<file path="src/design/swsp_pkg.sv">
// Package for the size text parser: defaults, character codes, the control
// struct that rides the multiply pipeline, and a case folding helper.
// No dependencies.
package swsp_pkg;

    localparam int VALUE_WIDTH_DEF = 64;
    localparam int MAX_SUFFIX_DEF  = 7;

    // one multiply stage per power step; giga needs three
    localparam int MUL_STAGES = 3;
    localparam int STEP_W     = 2;

    localparam logic [7:0] CH_0      = 8'h30;
    localparam logic [7:0] CH_9      = 8'h39;
    localparam logic [7:0] CH_UP_A   = 8'h41;
    localparam logic [7:0] CH_UP_Z   = 8'h5A;
    localparam logic [7:0] CH_CASE   = 8'h20;
    localparam logic [7:0] CH_B      = 8'h62;
    localparam logic [7:0] CH_G      = 8'h67;
    localparam logic [7:0] CH_I      = 8'h69;
    localparam logic [7:0] CH_K      = 8'h6B;
    localparam logic [7:0] CH_M      = 8'h6D;

    typedef struct packed {
        logic              ok;     // text parsed, no overflow so far
        logic [STEP_W-1:0] steps;  // remaining multiplies by the base
        logic              bin;    // base 1024 instead of 1000
    } t_mul_ctl;

    function automatic logic [7:0] fold_case(input logic [7:0] c);
        logic [7:0] r;
        r = c;
        if (c >= CH_UP_A && c <= CH_UP_Z) begin
            r = c | CH_CASE;
        end
        return r;
    endfunction

endpackage

</file>
<file path="src/design/swsp_if.sv">
// Valid/ready channel interfaces for the size text parser: one for the
// character stream, one for the results. No dependencies.
interface swsp_in_if;
    logic       valid;
    logic       ready;
    logic [7:0] char_code;
    logic       end_marker;

    modport source (output valid, output char_code, output end_marker, input ready);
    modport sink   (input valid, input char_code, input end_marker, output ready);
endinterface

interface swsp_out_if;
    logic        valid;
    logic        ready;
    logic        valid_res;
    logic [63:0] byte_count;

    modport source (output valid, output valid_res, output byte_count, input ready);
    modport sink   (input valid, input valid_res, input byte_count, output ready);
endinterface

</file>
<file path="src/design/size_with_unit_suffix_parser_unit.sv">
// Size text parser with unit suffix: digits, then an optional b, k, kb, ki,
// kib (and m, g forms) suffix, case-insensitive; one result per end marker.
// Depends on swsp_pkg, swsp_if, swsp_front, swsp_mul_stage.
//
// Takes one character transaction per cycle unless an end marker waits in
// the input register. Character transactions give no result. An end
// marker transaction gives its result through the input register, three
// multiply stages (one per power of the base, so giga units fit) and the
// output register. The pipeline only stalls where a full stage cannot
// drain, so characters keep flowing while a result waits at the output.
module size_with_unit_suffix_parser_unit #(
    parameter int VALUE_WIDTH = swsp_pkg::VALUE_WIDTH_DEF,
    parameter int MAX_SUFFIX  = swsp_pkg::MAX_SUFFIX_DEF
) (
    input  logic       i_clk,
    input  logic       i_rst_n,
    swsp_in_if.sink    i_in,
    swsp_out_if.source o_out
);
    import swsp_pkg::*;

    logic                   st_valid [MUL_STAGES+1];
    logic                   st_ready [MUL_STAGES+1];
    t_mul_ctl               st_ctl   [MUL_STAGES+1];
    logic [VALUE_WIDTH-1:0] st_value [MUL_STAGES+1];

    logic        r_out_valid;
    logic        r_valid_res;
    logic [63:0] r_byte_count;

    swsp_front #(
        .VALUE_WIDTH (VALUE_WIDTH),
        .MAX_SUFFIX  (MAX_SUFFIX)
    ) u_front (
        .i_clk        (i_clk),
        .i_rst_n      (i_rst_n),
        .i_valid      (i_in.valid),
        .o_ready      (i_in.ready),
        .i_char_code  (i_in.char_code),
        .i_end_marker (i_in.end_marker),
        .o_valid      (st_valid[0]),
        .i_ready      (st_ready[0]),
        .o_ctl        (st_ctl[0]),
        .o_value      (st_value[0])
    );

    for (genvar g = 0; g < MUL_STAGES; g++) begin : g_mul
        swsp_mul_stage #(
            .VALUE_WIDTH (VALUE_WIDTH)
        ) u_mul (
            .i_clk   (i_clk),
            .i_rst_n (i_rst_n),
            .i_valid (st_valid[g]),
            .o_ready (st_ready[g]),
            .i_ctl   (st_ctl[g]),
            .i_value (st_value[g]),
            .o_valid (st_valid[g+1]),
            .i_ready (st_ready[g+1]),
            .o_ctl   (st_ctl[g+1]),
            .o_value (st_value[g+1])
        );
    end

    assign st_ready[MUL_STAGES] = !r_out_valid || o_out.ready;

    always_ff @(posedge i_clk) begin
        if (!i_rst_n) begin
            r_out_valid <= 1'b0;
        end else if (st_ready[MUL_STAGES]) begin
            r_out_valid <= st_valid[MUL_STAGES];
        end
    end

    always_ff @(posedge i_clk) begin
        if (st_ready[MUL_STAGES] && st_valid[MUL_STAGES]) begin
            r_valid_res  <= st_ctl[MUL_STAGES].ok;
            r_byte_count <= st_ctl[MUL_STAGES].ok ?
                            64'(st_value[MUL_STAGES]) : 64'd0;
        end
    end

    assign o_out.valid      = r_out_valid;
    assign o_out.valid_res  = r_valid_res;
    assign o_out.byte_count = r_byte_count;

endmodule

</file>
<file path="src/design/swsp_front.sv">
// Input register and character scanner: accumulates the decimal value,
// stores the folded suffix and decodes it on the end marker.
// Depends on swsp_pkg.
module swsp_front #(
    parameter int VALUE_WIDTH = swsp_pkg::VALUE_WIDTH_DEF,
    parameter int MAX_SUFFIX  = swsp_pkg::MAX_SUFFIX_DEF
) (
    input  logic                      i_clk,
    input  logic                      i_rst_n,
    input  logic                      i_valid,
    output logic                      o_ready,
    input  logic [7:0]                i_char_code,
    input  logic                      i_end_marker,
    output logic                      o_valid,
    input  logic                      i_ready,
    output swsp_pkg::t_mul_ctl        o_ctl,
    output logic [VALUE_WIDTH-1:0]    o_value
);
    import swsp_pkg::*;

    localparam int LEN_W = $clog2(MAX_SUFFIX + 1);
    localparam int SUM_W = VALUE_WIDTH + 4;

    logic             r_in_valid;
    logic [7:0]       r_char;
    logic             r_end;

    logic [VALUE_WIDTH-1:0] r_acc, n_acc;
    logic             r_in_suffix, n_in_suffix;
    logic             r_seen, n_seen;
    logic             r_failed, n_failed;
    logic [LEN_W-1:0] r_len, n_len;
    logic [7:0]       r_sfx [MAX_SUFFIX];

    logic             adv;
    logic             is_digit;
    logic             sfx_we;
    logic [7:0]       folded;
    logic [SUM_W-1:0] acc_w;
    logic [SUM_W-1:0] sum;
    logic             dec_ok;
    logic [STEP_W-1:0] dec_steps;
    logic             dec_bin;

    assign adv     = r_in_valid && (!r_end || i_ready);
    assign o_ready = !r_in_valid || adv;
    assign o_valid = r_in_valid && r_end;

    always_ff @(posedge i_clk) begin
        if (!i_rst_n) begin
            r_in_valid <= 1'b0;
        end else if (o_ready) begin
            r_in_valid <= i_valid;
        end
    end

    always_ff @(posedge i_clk) begin
        if (o_ready && i_valid) begin
            r_char <= i_char_code;
            r_end  <= i_end_marker;
        end
    end

    assign is_digit = (r_char >= CH_0) && (r_char <= CH_9);
    assign folded   = fold_case(r_char);
    assign acc_w    = {4'b0, r_acc};
    // acc * 10 + digit, digit is the low nibble of an ASCII digit
    assign sum      = (acc_w << 3) + (acc_w << 1) + {{(SUM_W-4){1'b0}}, r_char[3:0]};

    always_comb begin
        n_acc       = r_acc;
        n_in_suffix = r_in_suffix;
        n_seen      = r_seen;
        n_failed    = r_failed;
        n_len       = r_len;
        sfx_we      = 1'b0;
        if (r_end) begin
            n_acc       = '0;
            n_in_suffix = 1'b0;
            n_seen      = 1'b0;
            n_failed    = 1'b0;
            n_len       = '0;
        end else begin
            n_seen = 1'b1;
            if (!r_seen && !is_digit) begin
                n_failed = 1'b1;
            end else if (!r_failed) begin
                if (!r_in_suffix && is_digit) begin
                    if (|sum[SUM_W-1:VALUE_WIDTH]) begin
                        n_failed = 1'b1;
                    end else begin
                        n_acc = sum[VALUE_WIDTH-1:0];
                    end
                end else begin
                    n_in_suffix = 1'b1;
                    if (r_len >= LEN_W'(MAX_SUFFIX)) begin
                        n_failed = 1'b1;
                    end else begin
                        sfx_we = 1'b1;
                        n_len  = r_len + 1'b1;
                    end
                end
            end
        end
    end

    always_ff @(posedge i_clk) begin
        if (!i_rst_n) begin
            r_acc       <= '0;
            r_in_suffix <= 1'b0;
            r_seen      <= 1'b0;
            r_failed    <= 1'b0;
            r_len       <= '0;
        end else if (adv) begin
            r_acc       <= n_acc;
            r_in_suffix <= n_in_suffix;
            r_seen      <= n_seen;
            r_failed    <= n_failed;
            r_len       <= n_len;
        end
    end

    for (genvar g = 0; g < MAX_SUFFIX; g++) begin : g_sfx
        always_ff @(posedge i_clk) begin
            if (adv && sfx_we && r_len == LEN_W'(g)) begin
                r_sfx[g] <= folded;
            end
        end
    end

    // suffix decode: b, or k/m/g followed by optional i and optional b
    always_comb begin
        dec_ok    = 1'b0;
        dec_steps = '0;
        dec_bin   = 1'b0;
        if (r_len == '0) begin
            dec_ok = 1'b1;
        end else if (r_len == LEN_W'(1) && r_sfx[0] == CH_B) begin
            dec_ok = 1'b1;
        end else begin
            case (r_sfx[0])
                CH_K:    dec_steps = STEP_W'(1);
                CH_M:    dec_steps = STEP_W'(2);
                CH_G:    dec_steps = STEP_W'(3);
                default: dec_steps = '0;
            endcase
            if (dec_steps != '0) begin
                if (r_len == LEN_W'(1)) begin
                    dec_ok = 1'b1;
                end else if (r_len == LEN_W'(2)) begin
                    dec_ok  = (r_sfx[1] == CH_I) || (r_sfx[1] == CH_B);
                    dec_bin = (r_sfx[1] == CH_I);
                end else if (r_len == LEN_W'(3)) begin
                    dec_ok  = (r_sfx[1] == CH_I) && (r_sfx[2] == CH_B);
                    dec_bin = 1'b1;
                end
            end
        end
    end

    assign o_ctl.ok    = r_seen && !r_failed && dec_ok;
    assign o_ctl.steps = dec_steps;
    assign o_ctl.bin   = dec_bin;
    assign o_value     = r_acc;

endmodule

</file>
<file path="src/design/swsp_mul_stage.sv">
// One multiply stage: scales the value by 1000 or 1024 while steps remain,
// with overflow detection. Depends on swsp_pkg.
module swsp_mul_stage #(
    parameter int VALUE_WIDTH = swsp_pkg::VALUE_WIDTH_DEF
) (
    input  logic                   i_clk,
    input  logic                   i_rst_n,
    input  logic                   i_valid,
    output logic                   o_ready,
    input  swsp_pkg::t_mul_ctl     i_ctl,
    input  logic [VALUE_WIDTH-1:0] i_value,
    output logic                   o_valid,
    input  logic                   i_ready,
    output swsp_pkg::t_mul_ctl     o_ctl,
    output logic [VALUE_WIDTH-1:0] o_value
);
    import swsp_pkg::*;

    localparam int PROD_W = VALUE_WIDTH + 10;

    logic                   r_valid;
    t_mul_ctl               r_ctl, n_ctl;
    logic [VALUE_WIDTH-1:0] r_value, n_value;
    logic [PROD_W-1:0]      wide;
    logic [PROD_W-1:0]      prod;

    assign o_ready = !r_valid || i_ready;

    assign wide = {10'b0, i_value};
    // x * 1000 = x * 1024 - x * 16 - x * 8
    assign prod = i_ctl.bin ? (wide << 10) : (wide << 10) - (wide << 4) - (wide << 3);

    always_comb begin
        n_ctl   = i_ctl;
        n_value = i_value;
        if (i_ctl.ok && i_ctl.steps != '0) begin
            n_ctl.steps = i_ctl.steps - 1'b1;
            n_ctl.ok    = ~|prod[PROD_W-1:VALUE_WIDTH];
            n_value     = prod[VALUE_WIDTH-1:0];
        end
    end

    always_ff @(posedge i_clk) begin
        if (!i_rst_n) begin
            r_valid <= 1'b0;
        end else if (o_ready) begin
            r_valid <= i_valid;
        end
    end

    always_ff @(posedge i_clk) begin
        if (o_ready && i_valid) begin
            r_ctl   <= n_ctl;
            r_value <= n_value;
        end
    end

    assign o_valid = r_valid;
    assign o_ctl   = r_ctl;
    assign o_value = r_value;

endmodule
</file>
<file path="src/flat_wrapper.sv">
// flat-port wrapper written by rule: the top's interface ports become plain ports
module size_with_unit_suffix_parser_unit_flat import swsp_pkg::*;
#(
    parameter int VALUE_WIDTH = swsp_pkg::VALUE_WIDTH_DEF,
    parameter int MAX_SUFFIX  = swsp_pkg::MAX_SUFFIX_DEF
)
  (i_clk, i_rst_n, i_in_valid, i_in_char_code, i_in_end_marker, i_in_ready, o_out_valid, o_out_valid_res, o_out_byte_count, o_out_ready);
  swsp_in_if i_in_i ();
  swsp_out_if o_out_i ();
  input  logic i_clk;
  input  logic i_rst_n;
  input wire logic [$bits(i_in_i.valid)-1:0] i_in_valid;
  input wire logic [$bits(i_in_i.char_code)-1:0] i_in_char_code;
  input wire logic [$bits(i_in_i.end_marker)-1:0] i_in_end_marker;
  output wire logic [$bits(i_in_i.ready)-1:0] i_in_ready;
  output wire logic [$bits(o_out_i.valid)-1:0] o_out_valid;
  output wire logic [$bits(o_out_i.valid_res)-1:0] o_out_valid_res;
  output wire logic [$bits(o_out_i.byte_count)-1:0] o_out_byte_count;
  input wire logic [$bits(o_out_i.ready)-1:0] o_out_ready;
  assign i_in_i.valid = i_in_valid;
  assign i_in_i.char_code = i_in_char_code;
  assign i_in_i.end_marker = i_in_end_marker;
  assign i_in_ready = i_in_i.ready;
  assign o_out_valid = o_out_i.valid;
  assign o_out_valid_res = o_out_i.valid_res;
  assign o_out_byte_count = o_out_i.byte_count;
  assign o_out_i.ready = o_out_ready;
  size_with_unit_suffix_parser_unit #(.VALUE_WIDTH(VALUE_WIDTH), .MAX_SUFFIX(MAX_SUFFIX)) u_core (.i_clk(i_clk), .i_rst_n(i_rst_n), .i_in(i_in_i), .o_out(o_out_i));
endmodule
</file>
<file path="config.mk">
export PLATFORM = sky130hd
export DESIGN_NAME = size_with_unit_suffix_parser_unit_flat
export DESIGN_NICKNAME = d
export VERILOG_FILES = /design/src/design/swsp_pkg.sv /design/src/design/swsp_if.sv /design/src/design/size_with_unit_suffix_parser_unit.sv /design/src/design/swsp_front.sv /design/src/design/swsp_mul_stage.sv /design/src/flat_wrapper.sv
export SDC_FILE = /design/constraint.sdc
export NUM_CORES = 2
export LEC_CHECK = 0
export BUFFER_PORTS_ARGS = -buffer_cell sky130_fd_sc_hd__clkbuf_2
export CAP_MARGIN = 0
export CORE_AREA = 2 2 282 312
export DETAILED_ROUTE_END_ITERATION = 16
export DIE_AREA = 0 0 284 314
export GPL_TIMING_DRIVEN = 0
export PLACE_DENSITY = 0.64
export SLEW_MARGIN = 10
export SYNTH_ARGS = -nofsm -noshare
export SYNTH_HDL_FRONTEND = slang
export SYNTH_SLANG_ARGS = --single-unit
</file>
<file path="constraint.sdc">
create_clock -name i_clk -period 6.4 [get_ports i_clk]
set_clock_uncertainty 0.15 [all_clocks]
set_input_delay 0.32 -clock i_clk [delete_from_list [all_inputs] [get_ports i_clk]]
set_output_delay 0.32 -clock i_clk [all_outputs]
set_load 0.01 [all_outputs]
</file>
==> results.py <==
metrics = {
    "outcome": {
        "outcome": "finished clean",
    },
    "clocking": {
        "cts.sinks": 374,
        "clkSlewWorstSetupHoldPaths_ns": 0.07,
        "cts_post_setup_buffers_inserted": 0,
        "insertion_delay_ns": 0.59,
        "cts_buffers": 39,
        "htreeDepth": 2,
        "cts_tree": "done",
        "clockBufferDepth": 3,
        "cts-root-buf": "clkbuf_16",
    },
    "sta": {
        "max_slew_margin_pct": 18.6,
        "tns_ns": 0,
        "fmax_mhz": 166,
        "worst_pin_slew_ns": 1.20,
        "setup_viol": 0,
        "hold_violations": 0,
        "min_period_ns": 6.02,
        "slew_violations": 0,
        "rsz0062_at_grt": "no",
        "fin_crit_sh_pct": 94.0,
    },
    "floorplan": {
        "die_h_um": 314,
        "dieArea_um2": 89200,
        "core_um2": 86000,
        "io-pin-count": 80,
        "core.rowCount": 113,
        "initial_utilization_pct": 44.6,
        "die_w_um": 284,
    },
    "synthesis": {
        "synthMuxAreaShare_pct": 0.620,
        "seq_area_frac_synth_pct": 27.3,
        "synth_fa_ha_area_share_pct": 21.3,
        "synth_xor_area_share_pct": 5.78,
        "synthDominantCellAreaShare_pct": 23.4,
        "synth_edf_count": 299,
        "synth_top_cell_by_area": "edfxtp_1",
        "yosysWarnings": 0,
        "synth_area_per_cell_um2": 8.76,
        "synth-compound-area-share_pct": 24.3,
        "synthTopCellsByArea": "edfxtp_1 23%, ha_1 12%, fa_1 9.0%, a21oi_1 6.5%, dfxtp_1 3.9%",
        "ys_types": 93,
        "synth-simple-area-share_pct": 15.1,
        "synth_top_family_by_area": "compound AO/OA/AOI/OAI gates",
        "netlist_instances": 4381,
        "synth_seq_cells": 374,
        "synth-main-ff-cell": "edfxtp_1",
        "synthArstFlopShare_pct": 0,
        "synth_area_um2": 38400,
        "syn-num-nets": 4942,
    },
    "critical_path": {
        "worst-endpoint-arrival_ns": 6.25,
        "crit_required_ns": 6.63,
        "cp-start-kind": "flop",
        "path_class": "reg2reg",
        "crit_path_end_kind": "flop",
        "cp_max_fo": 9,
        "r2r.worst_path.cells": 15,
    },
    "grt": {
        "grt_usage_pct": 25.8,
        "grt_pass1_wl_um": 184000,
        "grt_pass1_vias": 33200,
        "grt_max_degree": 36,
        "antenna_found_initial": 0,
        "gr-total-overflow": 0,
    },
    "route": {
        "ant_nets": 0,
        "wirelength_um": 116000,
        "initialDrtViolationCount": 2449,
        "via_per_inst": 5.89,
        "drc": 0,
        "wl_per_cell_um": 20.4,
        "firstDrtPassIters": 5,
        "vias": 33600,
    },
    "power_and_ir_drop": {
        "peakVddDrop_mv": 0.156,
        "cellLeakagePower_nw": 17.6,
        "switching_share_pct": 29.0,
        "p_comb_share_pct": 20.4,
        "power.switching_w": 0.00189,
        "pwr-share-seq_pct": 41.6,
        "power_density_nw_per_um2": 156,
        "power.internal_w": 0.00464,
        "clock_power_share_pct": 38.0,
    },
    "hold_path": {
        "hp-class": "in2reg",
        "holdPathStages": 2,
    },
    "placed_design": {
        "dp_cells": 5618,
        "port_buffers": 79,
        "dp_hpwl_um": 95900,
        "gp_congestion": 0.968,
    },
    "final_layout": {
        "area_growth_pct": 9.27,
        "final_cells": 5700,
        "diodes": 0,
        "drive_gt1_share_pct": 5.08,
        "finalNetCount": 5082,
    },
    "job": {
        "drv_cap": 0,
    },
}
[layout by cell type (no fill, tap or decap), types with 30 or more instances in the layout]
master,count
a211oi_1,143
edfxtp_1,299
nor3_1,59
a21oi_1,498
o211ai_1,32
and3_1,33
nand4_1,117
dfxtp_1,75
a31oi_1,40
ha_1,375
o21ai_0,244
nor2_1,334
xnor2_1,143
nor2b_1,30
xor2_1,110
nand2_1,340
o21bai_1,62
a22o_1,67
fa_1,173
clkbuf_1,192
nand3_1,80
and2_1,85
o21a_1,35
clkbuf_16,40
a21o_1,129
inv_1,284
clkbuf_2,82
[flip-flops by register name, summed over array words and instances, names as in the netlist, 3 cells and up]
| signal | count |
|---|---|
| u_core.u_front.r_sfx | 24 |
| u_core.u_front.o_value | 64 |
| u_core.o_out.byte_count | 64 |
| u_core.g_mul.u_mul.o_valid | 3 |
| u_core.u_front.r_char | 8 |
| u_core.u_front.r_len | 3 |
| u_core.g_mul.u_mul.o_value | 192 |
| u_core.g_mul.u_mul.o_ctl | 9 |
[synth_stat cells (all sizes together) (86+ instances only)]
master,number
a211oi,143
fa,173
a21oi,499
nor2,335
ha,375
o21ai,250
and2,86
a21o,130
inv,284
nand2,340
edfxtp,299
xor2,110
clkbuf,190
xnor2,143
nand4,117
[kinds of logic (layout without fill, tap and decap cells)]
logic type | after synthesis | after routing
buf+inv | 521 | 690
xor+xnor | 253 | 253
simple gates | 1210 | 1210
fa+ha+maj | 548 | 548
flops | 374 | 374
compound gates | 1452 | 1452
mux | 23 | 23
[path summary, 6_finish.rpt]
kind	startpoint	slack, ns	end
max reg2reg	u_core.g_mul[0].u_mul.o_value[20]$_DFFE_PP_	0.38	u_core.g_mul[1].u_mul.o_ctl[3]$_DFFE_PP_
min	i_in_char_code[2]	0.30	u_core.u_front.r_char[2]$_DFFE_PP_
min reg2reg	u_core.g_mul[2].u_mul.o_ctl[3]$_DFFE_PP_	0.32	u_core.o_out.valid_res$_DFFE_PP_
max	u_core.g_mul[0].u_mul.o_value[20]$_DFFE_PP_	0.38	u_core.g_mul[1].u_mul.o_ctl[3]$_DFFE_PP_
[power groups by stage]
stage	clock [W]	combinational, W	sequential [W]
after global placement	0	0.00129	0.00277
after floorplan	0	0.000968	0.00274
after global routing	0.00263	0.00148	0.00272
final	0.00248	0.00133	0.00272
after CTS	0.00254	0.00131	0.00272
after detailed placement	0	0.00130	0.00277
[layout make-up]
type                    instances  area, um2
flip-flops and latches        374      10500
clock inverters                24        364
inverters                     284       1070
clock buffers                  46       1030
well taps                    1150       1440
plain buffers                 237       1110
repair buffers                 99        676
fillers                      8381      44000
multi-input cells            3486      25800
[layer usage]
metal  track usage [%]  share of wire (%)
met3              2.57                4.9
met4              11.2                4.7
met5                 0                  0
met1              32.7                 42
met2              44.9                 48
[through the flow]
step | cell area (um2) | total power (W) | util, % | worst slack (ns) | hold slack, ns
3_5_place_dp | 40400 | 0.00406 | 47.0 | 0.386 | 0.305
2_1_floorplan | 38400 | 0.00371 | - | 0.422 | 0.269
6_report | 41900 | 0.00653 | 48.8 | 0.381 | 0.298
4_1_cts | 41900 | 0.00656 | 48.8 | 0.327 | 0.250
5_1_grt | 41900 | 0.00683 | 48.8 | 0.156 | 0.288
3_3_place_gp | 40200 | 0.00407 | 46.8 | -1.58 | 0.286
[what timing repair did]
item	4_1_cts	5_1_grt
hold endpoints to repair	12	0
setup endpoints to repair	0	1
gates resized for setup	0	1
hold buffers	12	0
[worst max-delay path, stage by stage (launching register included)]
cell and delay [ns]:
edfxtp_1 0.49, inv_1 0.18, fa_1 0.44, ha_1 0.28, clkbuf_1 0.31, nand4_1 0.26, or3_1 0.47, or3_1 0.36
nor3_1 0.44, nor4_1 0.13, a211oi_1 0.65, a31oi_1 0.26, xnor2_1 0.20, a2111oi_1 0.70, nand3_1 0.19, o31ai_1 0.32
Note: power is estimated with default switching activity, not from simulation.
